File: src/hdl/joystick_polar_direction_assert.svh
// Assertion macros for the joystick polar direction block.
// Used by the top level only; expects clk and arst_n in scope.
`ifndef JOYSTICK_POLAR_DIRECTION_ASSERT_SVH
`define JOYSTICK_POLAR_DIRECTION_ASSERT_SVH

// Consequent must hold in the same cycle as the antecedent.
`define JPD_ASSERT_NOW(lbl, ante, cons, msg) \
lbl: assert property (@(posedge clk) disable iff (!arst_n) (ante) |-> (cons)) \
	else $error(msg);

// Consequent must hold in the cycle after the antecedent.
`define JPD_ASSERT_NEXT(lbl, ante, cons, msg) \
lbl: assert property (@(posedge clk) disable iff (!arst_n) (ante) |=> (cons)) \
	else $error(msg);

`endif

File: src/hdl/jpd_pkg.sv
// Shared types, constants and functions of the joystick polar direction block.
// No dependencies; all other files but the assert header use its scoped names.
package jpd_pkg;

	localparam int ADC_BITS_DEF      = 12;
	localparam int CORDIC_STAGES_DEF = 16;
	localparam int QUEUE_DEPTH       = 4;

	localparam int CFG_W    = 12;
	localparam int DZ_W     = 16;
	localparam int AXIS_W   = 13;
	localparam int AXIS_LIM = 2048;
	localparam int ROOT_W   = 16;
	localparam int RAD_W    = 32;
	localparam int REM_W    = 20;
	localparam int PROD_W   = 30;
	localparam int MAP_W    = 17;
	localparam int FRAC_SH  = 11;
	localparam int GUARD    = 8;
	localparam int CORD_W   = 28;
	localparam int ANG_W    = 28;
	localparam int ANGU_W   = 25;
	localparam int XMAG_W   = 27;
	localparam int XLO_W    = 14;
	localparam int GAIN_W   = 30;
	localparam int MAG_W    = 16;
	localparam int HEAD_W   = 16;
	localparam int DIR_W    = 3;
	localparam int ADDR_W   = 4;
	localparam int DATA_W   = 32;

	localparam logic [GAIN_W-1:0]        INV_GAIN   = 30'd652032874;
	localparam logic signed [ANG_W-1:0]  ANGLE_FULL = 28'sd23592960;
	localparam logic signed [ANG_W-1:0]  ANGLE_HALF = 28'sd11796480;
	localparam logic [MAG_W-1:0]         MAG_MAX    = 16'd32768;
	localparam logic [HEAD_W-1:0]        HEAD_MAX   = 16'd35999;
	localparam logic [HEAD_W-1:0]        SECTOR_NE  = 16'd4500;
	localparam logic [HEAD_W-1:0]        SECTOR_SE  = 16'd13500;
	localparam logic [HEAD_W-1:0]        SECTOR_SW  = 16'd22500;
	localparam logic [HEAD_W-1:0]        SECTOR_NW  = 16'd31500;

	localparam logic [CFG_W-1:0] CENTRE_RESET = 12'd2048;
	localparam logic [DZ_W-1:0]  DZ_RESET     = 16'd3277;

	typedef enum logic [1:0] {
		REG_CENTRE_H  = 2'd0,
		REG_CENTRE_V  = 2'd1,
		REG_DEAD_ZONE = 2'd2
	} reg_idx_t;

	typedef enum logic [DIR_W-1:0] {
		DIR_CENTRE = 3'd0,
		DIR_UP     = 3'd1,
		DIR_RIGHT  = 3'd2,
		DIR_DOWN   = 3'd3,
		DIR_LEFT   = 3'd4
	} dir_t;

	typedef struct packed {
		logic [CFG_W-1:0] centre_horizontal;
		logic [CFG_W-1:0] centre_vertical;
		logic [DZ_W-1:0]  dead_zone;
	} cfg_t;

	typedef struct packed {
		logic signed [AXIS_W-1:0] east;
		logic signed [AXIS_W-1:0] north;
	} axis_t;

	typedef struct packed {
		logic [REM_W-1:0]  rem;
		logic [ROOT_W-1:0] root;
		logic [RAD_W-1:0]  rad;
	} root_t;

	// One digit of a restoring square root: two radicand bits in, one root bit out.
	function automatic root_t root_step(input root_t cur);
		logic [REM_W-1:0] cand;
		logic [REM_W-1:0] test;
		root_t nxt;
		cand = {cur.rem[REM_W-3:0], cur.rad[RAD_W-1 -: 2]};
		test = {2'b00, cur.root, 2'b01};
		nxt.rad = {cur.rad[RAD_W-3:0], 2'b00};
		if (cand >= test) begin
			nxt.rem  = cand - test;
			nxt.root = {cur.root[ROOT_W-2:0], 1'b1};
		end else begin
			nxt.rem  = cand;
			nxt.root = {cur.root[ROOT_W-2:0], 1'b0};
		end
		return nxt;
	endfunction

	// atan(2^-i) in units of 1/65536 degree, rounded to nearest.
	function automatic logic [21:0] atan_q16(input int i);
		logic [21:0] a;
		case (i)
			0: a = 22'd2949120;
			1: a = 22'd1740967;
			2: a = 22'd919879;
			3: a = 22'd466945;
			4: a = 22'd234379;
			5: a = 22'd117304;
			6: a = 22'd58666;
			7: a = 22'd29335;
			8: a = 22'd14668;
			9: a = 22'd7334;
			10: a = 22'd3667;
			11: a = 22'd1833;
			12: a = 22'd917;
			13: a = 22'd458;
			14: a = 22'd229;
			15: a = 22'd115;
			16: a = 22'd57;
			17: a = 22'd29;
			18: a = 22'd14;
			19: a = 22'd7;
			20: a = 22'd4;
			21: a = 22'd2;
			22: a = 22'd1;
			default: a = 22'd0;
		endcase
		return a;
	endfunction

endpackage

File: src/hdl/jpd_queue.sv
// Short queue between the front end and the arithmetic back end.
// Depends on jpd_pkg for the item type.
module jpd_queue #(
	parameter int DEPTH = jpd_pkg::QUEUE_DEPTH
) (
	input  logic           clk,
	input  logic           arst_n,
	input  logic           push_valid,
	input  jpd_pkg::axis_t push_data,
	output logic           push_ready,
	output logic           pop_valid,
	output jpd_pkg::axis_t pop_data,
	input  logic           pop_ready
);
	localparam int PW = (DEPTH > 1) ? $clog2(DEPTH) : 1;
	localparam int CW = $clog2(DEPTH + 1);

	jpd_pkg::axis_t mem_q [DEPTH];
	logic [PW-1:0]  wr_q;
	logic [PW-1:0]  rd_q;
	logic [CW-1:0]  count_q;
	logic           push;
	logic           pop;

	assign push_ready = (count_q != CW'(DEPTH));
	assign pop_valid  = (count_q != '0);
	assign push       = push_valid && push_ready;
	assign pop        = pop_valid && pop_ready;
	assign pop_data   = mem_q[rd_q];

	always_ff @(posedge clk or negedge arst_n) begin
		if (!arst_n) begin
			wr_q    <= '0;
			rd_q    <= '0;
			count_q <= '0;
		end else begin
			if (push) begin
				wr_q <= (wr_q == PW'(DEPTH - 1)) ? '0 : wr_q + 1'b1;
			end
			if (pop) begin
				rd_q <= (rd_q == PW'(DEPTH - 1)) ? '0 : rd_q + 1'b1;
			end
			case ({push, pop})
				2'b10:   count_q <= count_q + 1'b1;
				2'b01:   count_q <= count_q - 1'b1;
				default: count_q <= count_q;
			endcase
		end
	end

	always_ff @(posedge clk) begin
		if (push) begin
			mem_q[wr_q] <= push_data;
		end
	end
endmodule

File: config.mk
export PLATFORM = sky130hd
export DESIGN_NAME = jpd_queue
export DESIGN_NICKNAME = d
export VERILOG_FILES = /design/src/hdl/joystick_polar_direction_assert.svh /design/src/hdl/jpd_pkg.sv /design/src/hdl/jpd_queue.sv
export SDC_FILE = /design/constraint.sdc
export NUM_CORES = 1
export LEC_CHECK = 0
export BUFFER_PORTS_ARGS = -buffer_cell sky130_fd_sc_hd__buf_2
export CAP_MARGIN = 25
export CORE_ASPECT_RATIO = 0.6
export CORE_MARGIN = 4
export CORE_UTILIZATION = 25
export DETAILED_ROUTE_END_ITERATION = 7
export SLEW_MARGIN = 40
export SYNTH_ARGS = -nofsm -noshare
export SYNTH_HDL_FRONTEND = slang
export SYNTH_SLANG_ARGS = --single-unit
File: constraint.sdc
create_clock -name clk -period 2.7 [get_ports clk]
set_input_delay 0.405 -clock clk [delete_from_list [all_inputs] [get_ports clk]]
set_output_delay 0.405 -clock clk [all_outputs]
set_load 0.02 [all_outputs]
# After elaboration in Yosys (flattened, before gate mapping)
# Memory sizes are Yosys's and may differ from the RTL's.
# Index checks and enable logic that the tools add are counted.
# classes
muxes	5
n_reduce_logical	4
n_eq_ne	5
n_addsub	4
# op_table
operator	count
== test 2 bit, second input constant	3
case mux 3 bit (2 select lines)	1
adder 2 x 1 -> 2 bit, second input constant	2
two-way mux 2 bit	2
adder 3 x 1 -> 3 bit, second input constant	1
!= test 3 bit, second input constant	1
nonzero test 3 bit	1
subtractor 3 x 1 -> 3 bit, second input constant	1
== test 2 x 1 -> 1 bit, second input constant	1
logical AND 1 bit	2
two-way mux 1 bit	2
nonzero test 2 bit	1
# totals
elab_cells	22
inputBits	30
ram_bits	104
output_inout_bits	28
memories	1
register_bits	7
# mem_list
name	words	word_bits	read_ports	rd_ports_with_merged_regs	write_ports	line_no	rtl
mem_q	4	26	1	0	1	jpd_queue.sv:18	jpd_pkg::axis_t mem_q [DEPTH];

# Logic depth before layout (Yosys ltp)
# Gate-level depths: netlist of the first run.
# depth
ltp_word	4
mapped_depth	9
mapped_depth_nobuf	9

# Worst setup path after synthesis of the first run
# OpenSTA, ideal clock, no wires.
# synth_path
path_type	register to register
startpoint	register count_q[0]
endpoint	register count_q[2]
period_less_slack_ps	2119
path_stages_with_launch	10
path_slack_ps	581
setup_ps	79
n_path_buf	0
required_ps	2621
t_arrival_ps	2039
cell_sequence	dfrtp_1 > or3b_4 > and2_4 > inv_1 > ha_1 > inv_1 > fa_1 > xor2_1 > nor2_1 > xor2_1
# synth_via
elab_chain_cells	4
word_cells_on_any_way	10
classes_between	add/sub: 2; eq/ne: 3; mux: 1; reduce/logical: 4
# synth_lines
item	line_no	rtl
from (decl)	jpd_queue.sv:21	logic [CW-1:0] count_q;
from (signal assigned)	jpd_queue.sv:44	2'b10: count_q <= count_q + 1'b1;
from (signal assigned)	jpd_queue.sv:45	2'b01: count_q <= count_q - 1'b1;
from (signal assigned)	jpd_queue.sv:46	default: count_q <= count_q;
!= test 3 bit (*)	jpd_queue.sv:25	assign push_ready = (count_q != CW'(DEPTH));
via push_ready	jpd_queue.sv:10	output logic push_ready,
logical AND 1 bit (*)	jpd_queue.sv:27	assign push = push_valid && push_ready;
== test 2 x 1 -> 1 bit / == test 2 bit (equally long branches)	jpd_queue.sv:43	case ({push, pop})
case mux 3 bit (2 select lines) / nonzero test 2 bit (equally long branches)	-	
# Mark *: on every way through the listed nets, which the timed path passes. The rest lies on a longest branch.
# A chain may end at the register's enable or synchronous reset.

==> flow_metrics.py, run 1 <==
metrics = {
    "die": {
        "fp.dieArea_um2": 19000,
        "dieWidth_um": 175,
        "core_area_um2": 16400,
        "ioPinCount": 58,
        "rows": 36,
        "initial_core_util_pct": 25.7,
        "fp.dieH_um": 108,
    },
    "clocking": {
        "clock_latency_ps": 340,
        "cts-root-buf": "clkbuf_16",
        "cts_htree_levels": 3,
        "max_root_sink_buffers": 2,
        "cts-buffers-inserted": 9,
        "tritoncts_clock_tree": "yes",
        "clock_sink_count": 111,
        "clkSlewWorstSetupHoldPaths_ps": 70,
    },
    "power": {
        "power_density_nw_per_um2": 1100,
        "worst_ir_drop_vdd_mv": 0.300,
        "power.combinational.fraction_pct": 33.3,
        "netSwitchingPower_uw": 1790,
        "power.share.switching_pct": 31.9,
        "p_clk_share_pct": 22.9,
        "power_leakage_uw": 0.00176,
        "p_int_uw": 3820,
        "power.share.sequential_pct": 43.8,
    },
    "timing": {
        "fin_setup_tns_ps": 0,
        "worst_pin_slew_ps": 792,
        "final.setup_skew_ps": 7.09,
        "max-slew-margin-rel_pct": 47.2,
        "final_period_minus_worst_setup_slack_ps": 2420,
        "timing.final.max_slew_violations": 0,
        "final_hold_viol_count": 0,
        "final-setup-viol-count": 0,
        "fin_crit_sh_pct": 89.6,
        "maxClockFrequency_mhz": 414,
        "grt_setup_unrepaired": "no",
    },
    "drt": {
        "initialDrtViolationCount": 118,
        "ant_nets": 0,
        "route.detailed.drc": 0,
        "via_count_normalized_by_instance_count": 4.02,
        "routed_vias": 1909,
        "firstDrtPassIters": 4,
        "route.detailed.wl_per_inst_um": 16.6,
        "wl_mm": 7.90,
    },
    "setup_path": {
        "timing.setup.critical_path_class": "reg -> out",
        "reg2reg_depth": 9,
        "critical_path.startpoint_type": "flop",
        "worst_ep_required_time_ps": 2300,
        "worst-endpoint-arrival_ps": 2010,
        "r2r_slack_ps": 510,
        "worstSetupEndpointType": "primary output",
        "worst_r2r_startpoint": "count_q[0]",
        "r2r_end": "count_q[2]",
        "crit_path_max_fanout": 16,
    },
    "yosys": {
        "netlist-cell-type-count": 20,
        "syn-instance-count": 176,
        "edff_count_synth": 104,
        "synth_area_per_cell_um2": 23.9,
        "netlist_top_cells_area": "edfxtp_1 74%, mux4_2 14%, dfrtp_1 4.2%",
        "ys.warnings.count": 0,
        "synth_nets": 213,
        "synth_top_flop_cell": "edfxtp_1",
        "yosys-top-cells-count": "104 x edfxtp_1, 26 x mux4_2, 7 x dfrtp_1, 7 x inv_1, 6 x ha_1",
        "synth.largest_area_cell": "edfxtp_1",
        "synth_sequential_area_ratio_pct": 78.5,
        "syn_area_um2": 4200,
        "postSynth.asyncResetShare_pct": 6.31,
        "yosys_register_bits": 111,
        "yosys.cell_count.top_type": "edfxtp_1",
        "synth_largest_type_area_fraction_pct": 74.3,
    },
    "cells_and_area": {
        "flow.area_growth_from_synthesis_pct": 21.2,
        "non_filler_cells_final": 475,
        "drive_above_1_share_pct": 45.3,
        "final_util_pct": 31.1,
        "final.fill_count": 1569,
        "antenna_cells": 0,
        "fin_nets": 279,
    },
    "outcome": {
        "outcome": "completed",
    },
    "worst_hold_path": {
        "hold_path.class": "in -> reg",
        "worstHoldEndpoint": "mem_q[0][15]",
        "worst_hold_path.num_cells": 1,
        "hold_path.startpoint": "push_data[15]",
    },
    "global_routing": {
        "gr-total-overflow": 0,
        "grt_antenna_before_repair": 0,
        "grt_pass1_vias": 2105,
        "largest_net_degree_at_the_start_of_global_routing": 29,
        "globalRouteTotalUtil_pct": 8.75,
        "first_pass_grt_wire_length_mm": 12.3,
    },
    "placed_design": {
        "buffers_added_on_ports": 57,
        "post-place-cells": 457,
        "dp.final_hpwl_mm": 4.88,
        "gp_congestion": 0.631,
    },
    "job": {
        "max_cap_violations": 0,
    },
}
## repair_timing
item | 4_1_cts | 5_1_grt
endpoints found under the hold margin | 7 | 0
buffers inserted | 0 | 0
hold buffers | 1 | 0
resized for setup | 0 | 0
## metal layers
metal  track usage (%)  wire (um)  up-vias
met5                 0          0        -
met4              2.97        116        0
met3              3.28        407       14
met2              13.9       3730       40
met1              11.2       3650     1001
li1                  -          -      854
## cell type report
cell class	instances	area (um2)	area share (%)
clock buffers	10	229	4.50
clock inverters	6	60.1	1.18
inverters	7	26.3	0.516
multi-input cells	52	842	16.5
flip-flops and latches	111	3300	64.8
well taps	228	285	5.60
repair buffers	61	350	6.88
## cells in the final DEF (no fill, tap or decap), drive strengths merged
cell           n
edfxtp       104
buf           60
mux4          26
clkbuf        10
inv            8
dfrtp          7
ha             6
and3           4
mux2           4
nor2           3
clkinv         3
xor2           2
or3            1
nand2          1
or3b           1
and2           1
mux2i          1
xnor2          1
fa             1
bufinv         1
clkinvlp       1
dlygate4sd3    1
## worst max-delay path by stage
| stage | start | to | slack (ps) | cells after the start |
|---|---|---|---|---|
| CTS | rd_q[0] | pop_data[12] | 190 | 3 |
| finish | rd_q[0] | pop_data[2] | 280 | 3 |
| global route | rd_q[0] | pop_data[2] | 110 | 3 |
| global placement | count_q[0] | count_q[2] | 560 | 9 |
| floorplan | count_q[0] | count_q[2] | 580 | 9 |
| detailed placement | count_q[0] | count_q[2] | 530 | 9 |
## sequential cells by signal (all words and copies together) (netlist names)
name     cells
rd_q         2
mem_q      104
count_q      3
wr_q         2
## power by group through the flow
stage	sequential [uW]	clock (uW)	combinational (uW)
floorplan	2390	0	1370
global placement	2480	0	1890
detailed placement	2500	0	1910
CTS	2470	1330	1920
global route	2500	1400	2040
finish	2450	1280	1870
## critical path, cell delays in order, from the launching register on
cell     delay (ps)
dfrtp_2         720
buf_12          250
mux4_2          530
buf_2           180
## logic make-up (layout without fill, tap and decap cells)
group	after synthesis	in the layout	synth area share, %
XOR/XNOR	3	3	0.625
adder cells (fa/ha/maj)	7	7	2.26
buffers and inverters	13	84	1.49
flip-flops	111	111	78.5
multiplexers	31	31	15.4
AND/OR/NAND/NOR	11	11	1.73
## stage by stage
step / total power [uW] / hold WS, ps / setup WS, ps / instance area (um2)
global placement: 4370 / 248 / 563 / 4770
detailed placement: 4410 / 255 / 531 / 4770
floorplan: 3760 / 109 / 581 / 4200
CTS: 5710 / 261 / 191 / 5060
finish: 5610 / 280 / 282 / 5090
global route: 5940 / 261 / 114 / 5090
No activity file was read; power rests on OpenSTA's default activity.
==> inputs of run 2 (changes only) <==
- CTS_BUF_LIST: default -> sky130_fd_sc_hd__clkbuf_4 sky130_fd_sc_hd__clkbuf_8 sky130_fd_sc_hd__clkbuf_16
- GPL_TIMING_DRIVEN: default -> 0
- SLEW_MARGIN: 40 -> 20
==> run 2 against run 1 <==
Effect of this change:
- fmax fell by 4.5%
- hold slack got worse by 11 ps
- worst setup slack got worse by 110 ps
- critical endpoint is now pop_data[20]
- largest cell class unchanged
- clock power barely moved
- sequential cell count did not move
- power fell by 0.29%
- global-route usage rose by 0.14 points
- sequential share of layout area rose by 0.26 points
- register-to-register slack got worse by 80 ps
- critical path depth rose by 1
==> flow_metrics.py, run 2 (synthesis results as in run 1) <==
metrics = {
    "outcome": {
        "outcome": "completed",
    },
    "timing": {
        "maxClockFrequency_mhz": 395,
        "final_period_minus_worst_setup_slack_ps": 2530,
        "timing.final.ws_setup_ps": 169,
        "fin_crit_sh_pct": 93.8,
        "fin_setup_tns_ps": 0,
        "worst_pin_slew_ps": 768,
        "timing.final.max_slew_violations": 0,
        "max-slew-margin-rel_pct": 48.8,
        "final.setup_skew_ps": 7.31,
        "final_hold_viol_count": 0,
        "grt_setup_unrepaired": "no",
        "final-setup-viol-count": 0,
    },
    "clocking": {
        "max_root_sink_buffers": 2,
        "setup_buffers_after_cts": 0,
        "holdBufCountCts": 1,
        "clock_latency_ps": 340,
        "cts-root-buf": "clkbuf_16",
        "cts_repair_resize_count": 0,
        "clock_sink_count": 111,
        "clkSlewWorstSetupHoldPaths_ps": 80,
        "cts_htree_levels": 3,
        "tritoncts_clock_tree": "yes",
        "cts-buffers-inserted": 9,
    },
    "power": {
        "p_clk_share_pct": 22.6,
        "fin_total_pwr_uw": 5590,
        "power_leakage_uw": 0.00176,
        "worst_ir_drop_vdd_mv": 0.425,
        "power.share.sequential_pct": 42.7,
        "power_density_nw_per_um2": 1100,
        "p_int_uw": 3730,
        "netSwitchingPower_uw": 1860,
        "power.share.switching_pct": 33.3,
        "power.combinational.fraction_pct": 34.6,
    },
    "drt": {
        "routed_vias": 1912,
        "firstDrtPassIters": 4,
        "ant_nets": 0,
        "wl_mm": 7.88,
        "via_count_normalized_by_instance_count": 4.00,
        "route.detailed.wl_per_inst_um": 16.5,
        "initialDrtViolationCount": 150,
        "route.detailed.drc": 0,
    },
    "global_routing": {
        "grt_antenna_before_repair": 0,
        "globalRouteTotalUtil_pct": 8.89,
        "gr-total-overflow": 0,
        "grt_pass1_vias": 2078,
        "largest_net_degree_at_the_start_of_global_routing": 27,
        "first_pass_grt_wire_length_mm": 12.4,
    },
    "setup_path": {
        "crit_path_max_fanout": 10,
        "worst_ep_required_time_ps": 2300,
        "worst-endpoint-arrival_ps": 2130,
        "timing.setup.critical_path_class": "reg -> out",
        "worstSetupEndpointType": "primary output",
        "critical_path.startpoint_type": "flop",
    },
    "cells_and_area": {
        "regMostFlops": "mem_q",
        "final.fill_count": 1571,
        "reg_top3": "mem_q: 104 flops, count_q: 3 flops",
        "postLayoutCellArea_um2": 5070,
        "antenna_cells": 0,
        "drive_above_1_share_pct": 46.0,
        "largest_reg_flops": 104,
        "fin_nets": 282,
        "final_cell_mix": "104 x edfxtp_1, 59 x buf_2, 26 x mux4_2",
        "layout.cells.most_common": "edfxtp_1",
        "flow.area_growth_from_synthesis_pct": 20.6,
    },
    "die": {
        "initial_core_util_pct": 25.7,
        "rows": 36,
        "fp.dieArea_um2": 19000,
        "ioPinCount": 58,
        "core_area_um2": 16400,
        "fp.dieH_um": 108,
        "dieWidth_um": 175,
    },
    "placed_design": {
        "dp.final_hpwl_mm": 5.12,
        "gp_congestion": 0.614,
        "detailedPlace.worstSlack_ps": 445,
        "buffers_added_on_ports": 57,
        "placed_area_um2": 4770,
    },
    "worst_hold_path": {
        "hold_path.class": "in -> reg",
    },
    "job": {
        "max_cap_violations": 0,
    },
}
==> run 2: cell count changes in the layout (fill, tap and decap cells not counted), sizes merged <==
cell    delta
inv        +4
buf        +3
clkinv     -2
bufinv     -1
clkbuf     -1
==> run 2: power by group through the flow <==
stage          registers (uW)  clock network (uW)  logic (uW)
6_report                 2390                1270        1940
5_1_grt                  2420                1400        2120
3_3_place_gp             2410                   0        1950
3_5_place_dp             2430                   0        2000
4_1_cts                  2390                1330        2000
2_1_floorplan            2390                   0        1370
==> run 2: layout make-up <==
cell class	count	area, um2	area share [%]
Clock buffer	9	225	4.44
Multi-Input combinational cell	52	842	16.6
Sequential cell	111	3300	65.1
Tap cell	228	285	5.63
Inverter	7	26.3	0.518
Timing Repair Buffer	58	295	5.82
Buffer	6	36.3	0.716
Clock inverter	7	61.3	1.21
==> run 2: worst max-delay path: stages (launching register included) <==
cell     delay, ps
dfrtp_1        340
buf_2          250
buf_1          570
mux4_2         430
buf_2          180
==> run 2: final timing paths <==
| path | start | end | slack, ps | depth (start not counted) |
|---|---|---|---|---|
| setup reg to reg | count_q[0] | count_q[2] | 430 | 9 |
| min in group asynchronous | arst_n | wr_q[0] | 420 | 2 |
| max in group asynchronous | arst_n | rd_q[0] | 2120 | 2 |
| hold / removal | push_data[16] | mem_q[0][16] | 270 | 1 |
| hold reg to reg | count_q[2] | count_q[2] | 520 | 1 |
| setup / recovery | rd_q[1] | pop_data[20] | 170 | 4 |
==> run 2: per-layer routing <==
layer / global-route usage [%] / vias up / part of all wire, %
met2: 13.2 / 41 / 46
li1: - / 860 / -
met4: 3.03 / 0 / 1.1
met1: 12.4 / 1002 / 48
met5: 0 / - / 0
met3: 2.87 / 9 / 4.7
==> run 2: per-stage QoR <==
stage | utilization [%] | hold WS (ps) | cells
floorplan | - | 109 | 176
global placement | 29.2 | 248 | 461
detailed placement | 29.2 | 252 | 461
CTS | 31.0 | 246 | 478
global route | 31.0 | 263 | 478
finish | 31.0 | 269 | 478
==> inputs of run 3 (changes only) <==
- ABC_AREA: default -> 1
- CTS_BUF_LIST: sky130_fd_sc_hd__clkbuf_4 sky130_fd_sc_hd__clkbuf_8 sky130_fd_sc_hd__clkbuf_16 -> sky130_fd_sc_hd__clkbuf_2
==> run 3 against run 2 <==
Effect of this change:
- hold slack worse by 190 ps
- synthesized area up 12%
- global-route usage up 1.5 points
- final cell count up 48%
- clock skew up 17 ps
- register-to-register slack better by 250 ps
- combinational power up 42%
- worst setup slack better by 120 ps
- fmax up 5.0%
- first-iteration DRC count down 4.7%
- utilization up 0.86 points
- synthesized cell count up 110%
- critical endpoint is now pop_data[13]
- highest routed layer unchanged
==> flow_metrics.py, run 3 <==
metrics = {
    "cells_and_area": {
        "largest_reg_flops": 104,
        "antenna_cells": 0,
        "final.fill_count": 1841,
        "final_cell_mix": "104 x edfxtp_1, 92 x nand2_1, 65 x buf_2",
        "regMostFlops": "mem_q",
        "reg_top3": "mem_q: 104 flops, count_q: 3 flops",
        "drive_above_1_share_pct": 25.9,
        "fin_nets": 499,
        "non_filler_cells_final": 707,
        "layout.cells.most_common": "edfxtp_1",
        "flow.area_growth_from_synthesis_pct": 23.8,
    },
    "die": {
        "fp.dieArea_um2": 21100,
        "core_area_um2": 18300,
        "fp.dieH_um": 114,
        "initial_core_util_pct": 25.7,
        "dieWidth_um": 185,
        "rows": 38,
        "ioPinCount": 58,
    },
    "placed_design": {
        "post-place-cells": 663,
        "dp.final_hpwl_mm": 7.45,
        "gp_congestion": 0.721,
        "buffers_added_on_ports": 57,
    },
    "yosys": {
        "dominant_combinational_cell_family_by_area_after_synthesis": "compound AO/OA/AOI/OAI gates",
        "synth_area_per_cell_um2": 13.0,
        "netlist-cell-type-count": 18,
        "syn_area_um2": 4700,
        "yosys-top-cells-count": "104 x edfxtp_1, 92 x nand2_1, 62 x inv_1, 32 x o211ai_1, 20 x o211ai_2",
        "ys.warnings.count": 0,
        "yosys.cell_count.top_type": "edfxtp_1",
        "syn-instance-count": 362,
        "synth-compound-area-share_pct": 10.5,
        "synth_xor_area_share_pct": 0.186,
        "post_synth_and_or_nand_nor_area_fraction_pct": 8.84,
        "synth_nets": 399,
        "postSynth.asyncResetShare_pct": 6.31,
        "synth.mux.area_fraction_pct": 0,
        "synth_sequential_area_ratio_pct": 70.2,
        "edff_count_synth": 104,
        "yosys_register_bits": 111,
        "synth_top_flop_cell": "edfxtp_1",
        "netlist_top_cells_area": "edfxtp_1 66%, nand2_1 7.4%, o211ai_2 5.3%",
        "synth.largest_area_cell": "edfxtp_1",
        "yosys.area_share.adder_pct": 2.02,
        "synth_largest_type_area_fraction_pct": 66.5,
    },
    "clocking": {
        "cts_htree_levels": 3,
        "cts-buffers-inserted": 9,
        "clock_latency_ps": 570,
        "clock_sink_count": 111,
        "tritoncts_clock_tree": "yes",
        "clkSlewWorstSetupHoldPaths_ps": 280,
        "max_root_sink_buffers": 2,
        "cts-root-buf": "clkbuf_2",
    },
    "worst_hold_path": {
        "hold_path.class": "in -> reg",
    },
    "timing": {
        "final.setup_skew_ps": 23.9,
        "fin_setup_tns_ps": 0,
        "max-slew-margin-rel_pct": 68.9,
        "final_hold_viol_count": 0,
        "timing.final.max_slew_violations": 0,
        "final-setup-viol-count": 0,
        "maxClockFrequency_mhz": 415,
        "grt_setup_unrepaired": "no",
        "worst_pin_slew_ps": 466,
        "final_period_minus_worst_setup_slack_ps": 2410,
        "fin_crit_sh_pct": 89.3,
    },
    "power": {
        "power.share.sequential_pct": 40.4,
        "power.share.switching_pct": 41.8,
        "netSwitchingPower_uw": 2460,
        "p_clk_share_pct": 12.8,
        "power_leakage_uw": 0.00235,
        "power_density_nw_per_um2": 1010,
        "worst_ir_drop_vdd_mv": 0.421,
        "power.combinational.fraction_pct": 46.8,
        "p_int_uw": 3430,
    },
    "global_routing": {
        "grt_antenna_before_repair": 0,
        "globalRouteTotalUtil_pct": 10.4,
        "gr-total-overflow": 0,
        "grt_pass1_vias": 3011,
        "largest_net_degree_at_the_start_of_global_routing": 19,
        "first_pass_grt_wire_length_mm": 16.4,
    },
    "setup_path": {
        "worst-endpoint-arrival_ps": 2010,
        "r2r_slack_ps": 680,
        "critical-path-slowest-cell": "dfrtp_1",
        "critical_path.startpoint_type": "flop",
        "cell_by_cell_listing_of_the_critical_path": "buf_4 > inv_2 > buf_6 > o211ai_2 > nand2_1 > buf_2",
        "worstSetupEndpointType": "primary output",
        "timing.critical_path.slowest_cell_delay_ps": 450,
        "timing.setup.critical_path_class": "reg -> out",
        "crit_path_max_fanout": 10,
        "worst_ep_required_time_ps": 2300,
    },
    "job": {
        "max_cap_violations": 0,
    },
    "drt": {
        "route.detailed.drc": 0,
        "via_count_normalized_by_instance_count": 4.17,
        "wl_mm": 10.6,
        "firstDrtPassIters": 5,
        "routed_vias": 2948,
        "route.detailed.wl_per_inst_um": 15.0,
        "initialDrtViolationCount": 143,
        "ant_nets": 0,
    },
    "outcome": {
        "outcome": "completed",
    },
}
run 3: metal layers:
metal	GRT usage, %	share of wire (%)	vias to the layer above
li1	-	-	1439
met1	13.7	46	1418
met2	17.3	47	85
met3	3.08	6.3	6
met4	1.91	0.59	0
met5	0	0	-
run 3: final timing paths:
path	start	to	cells past startpoint
worst max-delay path	rd_q[1]	pop_data[13]	6
worst min-delay path	pop_ready	rd_q[0]	3
worst max register to register	count_q[0]	count_q[2]	10
worst min register to register	count_q[0]	count_q[0]	1
max in group asynchronous	arst_n	rd_q[0]	2
min in group asynchronous	arst_n	wr_q[0]	2
run 3: repair_timing:
item | in CTS | in global routing
hold buffers | 28 | 0
hold endpoints to repair | 112 | 0
setup buffers | 0 | 0
gates resized for setup | 0 | 0
run 3: critical path, delay by kind of cell (launching register included):
family          cells  cell delay, ps
buf+inv             4             750
flops               1             450
simple gates        1             120
compound gates      1             100
run 3: cells by family (layout without fill, tap and decap cells):
family,Yosys count,in the layout
AO/OA/AOI/OAI,53,53
AND/OR/NAND/NOR,107,107
adder cells (fa/ha/maj),7,7
XOR/XNOR,1,1
flip-flops,111,111
buffers and inverters,83,188
run 3: final cells by class:
cell class	instances	area (um2)	share of cell area, %
tap	240	300	5.16
multi-input combinational	168	1040	18.0
sequential	111	3300	56.7
timing repair buffer	89	676	11.6
clock inverter	7	68.8	1.18
buffer	17	138	2.37
clock buffer	9	45.0	0.774
inverter	66	248	4.26
run 3: power groups by stage:
stage,registers (uW),logic [uW],clock network [uW]
after floorplan,2410,1750,0
after global placement,2430,2570,0
after detailed placement,2430,2780,0
after CTS,2380,2810,791
after global routing,2410,3050,847
final,2380,2760,756
run 3: stage by stage:
step	instance area, um2	total power, uW	hold WS, ps	worst slack (ps)	utilization [%]
2_1_floorplan	4700	4160	109	360	-
3_3_place_gp	5280	5000	247	-518	28.9
3_5_place_dp	5420	5200	255	700	29.7
4_1_cts	5820	5990	17.7	223	31.9
5_1_grt	5820	6310	29.2	136	31.9
6_report	5820	5890	74.7	290	31.9
